===== src/rtl/ucws_pkg.sv =====
package ucws_pkg;

	// Default number of entries held by the queue.
	localparam int DEF_CAPACITY = 32;

	// Field widths of the command and result items.
	localparam int KIND_W   = 2;
	localparam int VALUE_W  = 32;
	localparam int STATUS_W = 3;
	localparam int POS_W    = 5;
	localparam int COUNT_W  = 6;

	// Command codes.
	localparam logic [KIND_W-1:0] KIND_INSERT = 2'd0;
	localparam logic [KIND_W-1:0] KIND_REMOVE = 2'd1;
	localparam logic [KIND_W-1:0] KIND_SEARCH = 2'd2;
	localparam logic [KIND_W-1:0] KIND_SORT   = 2'd3;

	// Result status codes.
	localparam logic [STATUS_W-1:0] STAT_DONE     = 3'd0;
	localparam logic [STATUS_W-1:0] STAT_FULL     = 3'd1;
	localparam logic [STATUS_W-1:0] STAT_DUP      = 3'd2;
	localparam logic [STATUS_W-1:0] STAT_EMPTY    = 3'd3;
	localparam logic [STATUS_W-1:0] STAT_NOTFOUND = 3'd4;

	// Controller states.
	typedef enum logic {
		ST_IDLE,
		ST_SORT
	} state_t;

	// Command item.
	typedef struct packed {
		logic [KIND_W-1:0]         kind;
		logic signed [VALUE_W-1:0] value;
		logic                      ascending;
	} cmd_t;

	// Result item.
	typedef struct packed {
		logic [STATUS_W-1:0]       status;
		logic signed [VALUE_W-1:0] data_out;
		logic [POS_W-1:0]          position;
		logic [COUNT_W-1:0]        count;
		logic                      is_empty;
		logic                      is_full;
	} result_t;

	// Per-cell control from the controller.
	typedef struct packed {
		logic load;       // take the insert value
		logic shift;      // take the right neighbor's entry
		logic sort_lo;    // left member of a compare-exchange pair
		logic sort_hi;    // right member of a compare-exchange pair
		logic ascending;  // sort direction
	} cell_ctl_t;

endpackage


===== src/rtl/ucws_cell.sv =====
module ucws_cell import ucws_pkg::*; (
	input  logic                      clk,
	input  cell_ctl_t                 ctl,
	input  logic signed [VALUE_W-1:0] key,
	input  logic signed [VALUE_W-1:0] left_data,
	input  logic signed [VALUE_W-1:0] right_data,
	output logic signed [VALUE_W-1:0] data_q,
	output logic                      match
);

	logic signed [VALUE_W-1:0] data_d;
	logic                      swap_lo;
	logic                      swap_hi;

	// The pair swaps when its left member belongs after its right member.
	assign swap_lo = ctl.ascending ? (right_data < data_q) : (data_q < right_data);
	assign swap_hi = ctl.ascending ? (left_data > data_q) : (left_data < data_q);

	// Search and duplicate compare against the stored entry.
	assign match = (data_q == key);

	// Next entry: insert, shift forward on remove, or one sort exchange.
	always_comb begin
		data_d = data_q;
		if (ctl.load) begin
			data_d = key;
		end else if (ctl.shift) begin
			data_d = right_data;
		end else if (ctl.sort_lo && swap_lo) begin
			data_d = right_data;
		end else if (ctl.sort_hi && swap_hi) begin
			data_d = left_data;
		end
	end

	always_ff @(posedge clk) begin
		data_q <= data_d;
	end

endmodule


===== config.mk =====
export PLATFORM = sky130hd
export DESIGN_NAME = ucws_cell
export DESIGN_NICKNAME = d
export VERILOG_FILES = /design/src/rtl/ucws_pkg.sv /design/src/rtl/ucws_cell.sv
export SDC_FILE = /design/constraint.sdc
export NUM_CORES = 1
export LEC_CHECK = 0
export ABC_AREA = 1
export BUFFER_PORTS_ARGS = -buffer_cell sky130_fd_sc_hd__buf_2
export CORE_MARGIN = 2
export CORE_UTILIZATION = 30
export CTS_CLUSTER_SIZE = 25
export DETAILED_ROUTE_END_ITERATION = 7
export SLEW_MARGIN = 20
export SYNTH_ARGS = -nofsm -noshare
export SYNTH_HDL_FRONTEND = slang
export SYNTH_SLANG_ARGS = --single-unit

===== constraint.sdc =====
create_clock -name clk -period 15.4 [get_ports clk]
set_clock_uncertainty 0.15 [all_clocks]
set_input_delay 3.08 -clock clk [delete_from_list [all_inputs] [get_ports clk]]
set_output_delay 3.08 -clock clk [all_outputs]
set_load 0.01 [all_outputs]

# After elaboration in Yosys (flattened, before gate mapping)

Index checks and enable logic that the tools add are counted.

Register bits: 32
Input port bits: 102
Output and inout bits: 33
Logic and storage cells: 15

Magnitude comparators: 4
Eq/ne operators: 1
Mux-type cells: 6
Reductions and logical operators: 3

Operators by type and width:

| operator          | number |
|---|---|
| $mux 32           | 4 |
| $lt 32x32->1      | 3 |
| $eq 32x32->1      | 1 |
| $gt 32x32->1      | 1 |
| $reduce_bool 4->1 | 1 |
| $logic_and 1x1->1 | 2 |
| $mux 1            | 2 |

# Longest topological paths before layout

Depth in word-level cells: 7
Mapped depth: 21
Mapped depth without buffers: 20

# Worst setup path before layout

OpenSTA, ideal clock, no wires.

Path kind: input -> register
From: input port left_data[15]
To: register data_q[0], enable pin
Setup time: 0.466 ns
Data arrival time: 6.505 ns
Data required time: 14.784 ns
Setup slack: 8.279 ns
Stages: 13
Path buffers: 0
Cells stage by stage: ha_1 -> nand2_1 -> inv_1 -> nand3_1 -> nor4_1 -> inv_1 -> a21oi_1 -> o21ai_0 -> nand2_1 -> nand2_1 -> nand3_1 -> nand2_1 -> o21ai_0

Cells in the longest elaborated chain, start to end: 4
Elaborated cells between the ends (all ways): 5
Classes of those cells: order compare: 2; mux: 1; reduce/logical: 2

RTL lines:

| item                                                | line            | text |
|---|---|---|
| from (decl)                                         | ucws_cell.sv:5  | `input logic signed [VALUE_W-1:0] left_data,` |
| $lt 32x32->1 / $gt 32x32->1 (equally long branches) | ucws_cell.sv:17 | `assign swap_hi = ctl.ascending ? (left_data > data_q) : (left_data < data_q);` |
| $mux 1 *                                            | ucws_cell.sv:17 |  |
| $logic_and 1x1->1 *                                 | ucws_cell.sv:31 | `end else if (ctl.sort_hi && swap_hi) begin` |
| $reduce_bool 4->1 (no line) *                       | --              |  |
| to (signal assigned)                                | ucws_cell.sv:37 | `data_q <= data_d;` |
| to (decl)                                           | ucws_cell.sv:7  | `output logic signed [VALUE_W-1:0] data_q,` |

Mark *: on every way between the ends. The rest lies on a longest branch, timed or not.
A chain may end at the register's enable or synchronous reset.

# Worst setup path after layout

From: input port key[11]
To: output port match

Cells in the longest elaborated chain, start to end: 1

RTL lines:

| item         | line            | text |
|---|---|---|
| from (decl)  | ucws_cell.sv:4  | `input logic signed [VALUE_W-1:0] key,` |
| $eq 32x32->1 | ucws_cell.sv:20 | `assign match = (data_q == key);` |
| to (decl)    | ucws_cell.sv:8  | `output logic match` |

No other way between the ends.

==> impl_metrics.tcl <==
set metrics [dict create \
    track_usage_pct 18.71 \
    status "completed" \
    fin_crit_sh_pct 50.64 \
    period_needed_ns 7.799 \
    rsz0062_at_grt "no" \
    first_global_vias 3866 \
    syn_nets 744 \
    postCtsHoldBufs 0 \
    path_buf_inv 2 \
    drt_iter0_drc 269 \
    core_um2 13140 \
    slew_headroom_pct 50.09 \
    io_buffers 134 \
    synth_top_cell_by_area "edfxtp_1" \
    antenna_found_initial 1 \
    vias 4071 \
    setup_viol 0 \
    power_density_nw_per_um2 79.32 \
    grt_pass1_wl_um 20710 \
    row_count 42 \
    cts.sinks 32 \
    path_cells "buf_2, xor2_1, nor4_1, nand4_1, nor3_1, buf_2" \
    slew_violations 0 \
    tns_ns 0 \
    hpwl_um 10240 \
    cts_root_buffer "clkbuf_16" \
    gr-total-overflow 0 \
    cts_buffer_depth 2 \
    cts_buffers 5 \
    required_ns 12.17 \
    yosysSeqAreaShare_pct 23.99 \
    async_flop_share_pct 0 \
    postSynthAreaPerCell_um2 6.931 \
    synthToLayoutAreaGrowth_pct 24.08 \
    drive_gt1_share_pct 21.22 \
    drc 0 \
    post-synth-top-count-cell "nand2_1" \
    viasPerCell 4.610 \
    peakVddDrop_v 0.00003125 \
    firstDrtPassIters 5 \
    startpoint_type "primary input" \
    syn_area_um2 4006 \
    ant_nets 0 \
    fmax_mhz 128.2 \
    post_cts_buffers 0 \
    synth_area_leaders "edfxtp_1, ha_1, nand2_1, inv_1, nand3_1" \
    htree_levels 2 \
    place_congestion 0.8513 \
    hold_viol 0 \
    cp-end-kind "output pin" \
    grt_max_degree 35 \
    crit_type "in -> out" \
    synth_flop_cell "edfxtp_1" \
    crit_arrival_ns 4.57 \
    wl_um 13150 \
    synth_commonest_cells "nand2_1, inv_1, nand3_1" \
    slowest_stage "nor4_1" \
    synth_seq_cells 32 \
    antennaDiodeCount 0 \
    crit_family "simple AND/OR/NAND/NOR gates" \
    hold_ws_ns 1.290 \
    die_w_um 119.6 \
    path_common_cell "buf_2" \
    largestRegisters "data_q: 32 flops" \
    netlist.area_leader.share_pct 23.99 \
    io_pins 135 \
    holdCritPathClass "reg -> reg" \
    power.leakage_nw 2.896 \
    nNetsFinal 872 \
    clk_latency_ns 0.28 \
    synth_edf_count 32 \
    yosysWarnings 0 \
    cts_tree "yes" \
    largest-register "data_q" \
    crit_path_max_fanout 2 \
    cts.repair.resized 0 \
    largest_reg_flops 32 \
    start_util_pct 30.50 \
    wl_per_cell_um 14.89 \
    cap_violations 0 \
    postSynthCellCount 578 \
    die_area_um2 14290 \
    cpPeakStageDelay_ns 0.51 \
    cts.clk_slew.worst_paths_ns 0.06 \
    die-height_um 119.6 \
    synth_cell_types 31 \
    tightestPinTransition_ns 0.7487 \
]
[power breakdown]
part           internal (mW)  switching, mW  leakage (nW)
Clock                 0.0596         0.0387        0.0655
Sequential             0.112         0.0154         0.337
Combinational         0.0662          0.102          2.49
[placed cells by master, fill, tap and decap left out, types with 7 or more instances in the layout]
cell	n
inv_1	122
edfxtp_1	32
buf_2	134
nand4_1	7
xor2_1	21
ha_1	64
a21oi_1	28
nor2_1	17
o21ai_0	8
nand3_1	73
nand2_1	153
[worst reg2reg max path: cells and delay by family (launching register included)]
family                     cells  cell delay (ns)
AOI/OAI and AO/OA              1             0.30
adders and majority gates      1             0.40
buffers and inverters          1             0.49
DFF                            1             0.42
and+or+nand+nor               11             1.90
[final timing paths]
kind              cells after the start  slack [ns]        from          to
hold / removal                        7        1.29  data_q[31]  data_q[31]
hold reg to reg                       7        1.29  data_q[31]  data_q[31]
setup / recovery                      6        7.60     key[11]       match
setup reg to reg                     14       11.39  data_q[31]  data_q[12]
[final cells by class]
| class | instances | area [um^2] |
|---|---|---|
| Sequential cell | 32 | 960.9 |
| Multi-Input combinational cell | 408 | 2502 |
| Clock buffer | 7 | 132.6 |
| Timing Repair Buffer | 137 | 693.2 |
| Clock inverter | 1 | 3.754 |
| Inverter | 122 | 457.9 |
| Fill cell | 1474 | 8167 |
| Tap cell | 176 | 220.2 |
[routing by layer]
layer  vias to the layer above  routed length [um]  global-route usage, %
met5                         -                  13                      0
met4                         2                  82                  2.941
met3                         9                 852                  3.565
met2                       152                5798                  30.25
met1                      1770                6402                  26.42
li1                       2138                   -                      -
[per-stage QoR]
stage / setup slack (ns) / instances / area (um^2) / utilization [%] / total power [mW]
finish: 7.601 / 883 / 4971 / 37.84 / 0.3943
global route: 7.517 / 883 / 4971 / 37.84 / 0.4280
CTS: 7.642 / 883 / 4971 / 37.84 / 0.3990
detailed placement: 7.645 / 875 / 4835 / 36.80 / 0.2987
global placement: 7.629 / 875 / 4835 / 36.80 / 0.2987
floorplan: 8.279 / 578 / 4006 / - / 0.2357
[kinds of logic (layout without fill, tap and decap cells)]
logic type | count (synthesis) | after routing | synth area share, %
XOR/XNOR | 21 | 21 | 4.591
AO/OA/AOI/OAI | 59 | 59 | 8.744
buffers and inverters | 138 | 267 | 13.65
flip-flops | 32 | 32 | 23.98
AND/OR/NAND/NOR | 264 | 264 | 29.04
adder cells (fa/ha/maj) | 64 | 64 | 19.99
Power figures use the tool's default switching activity.
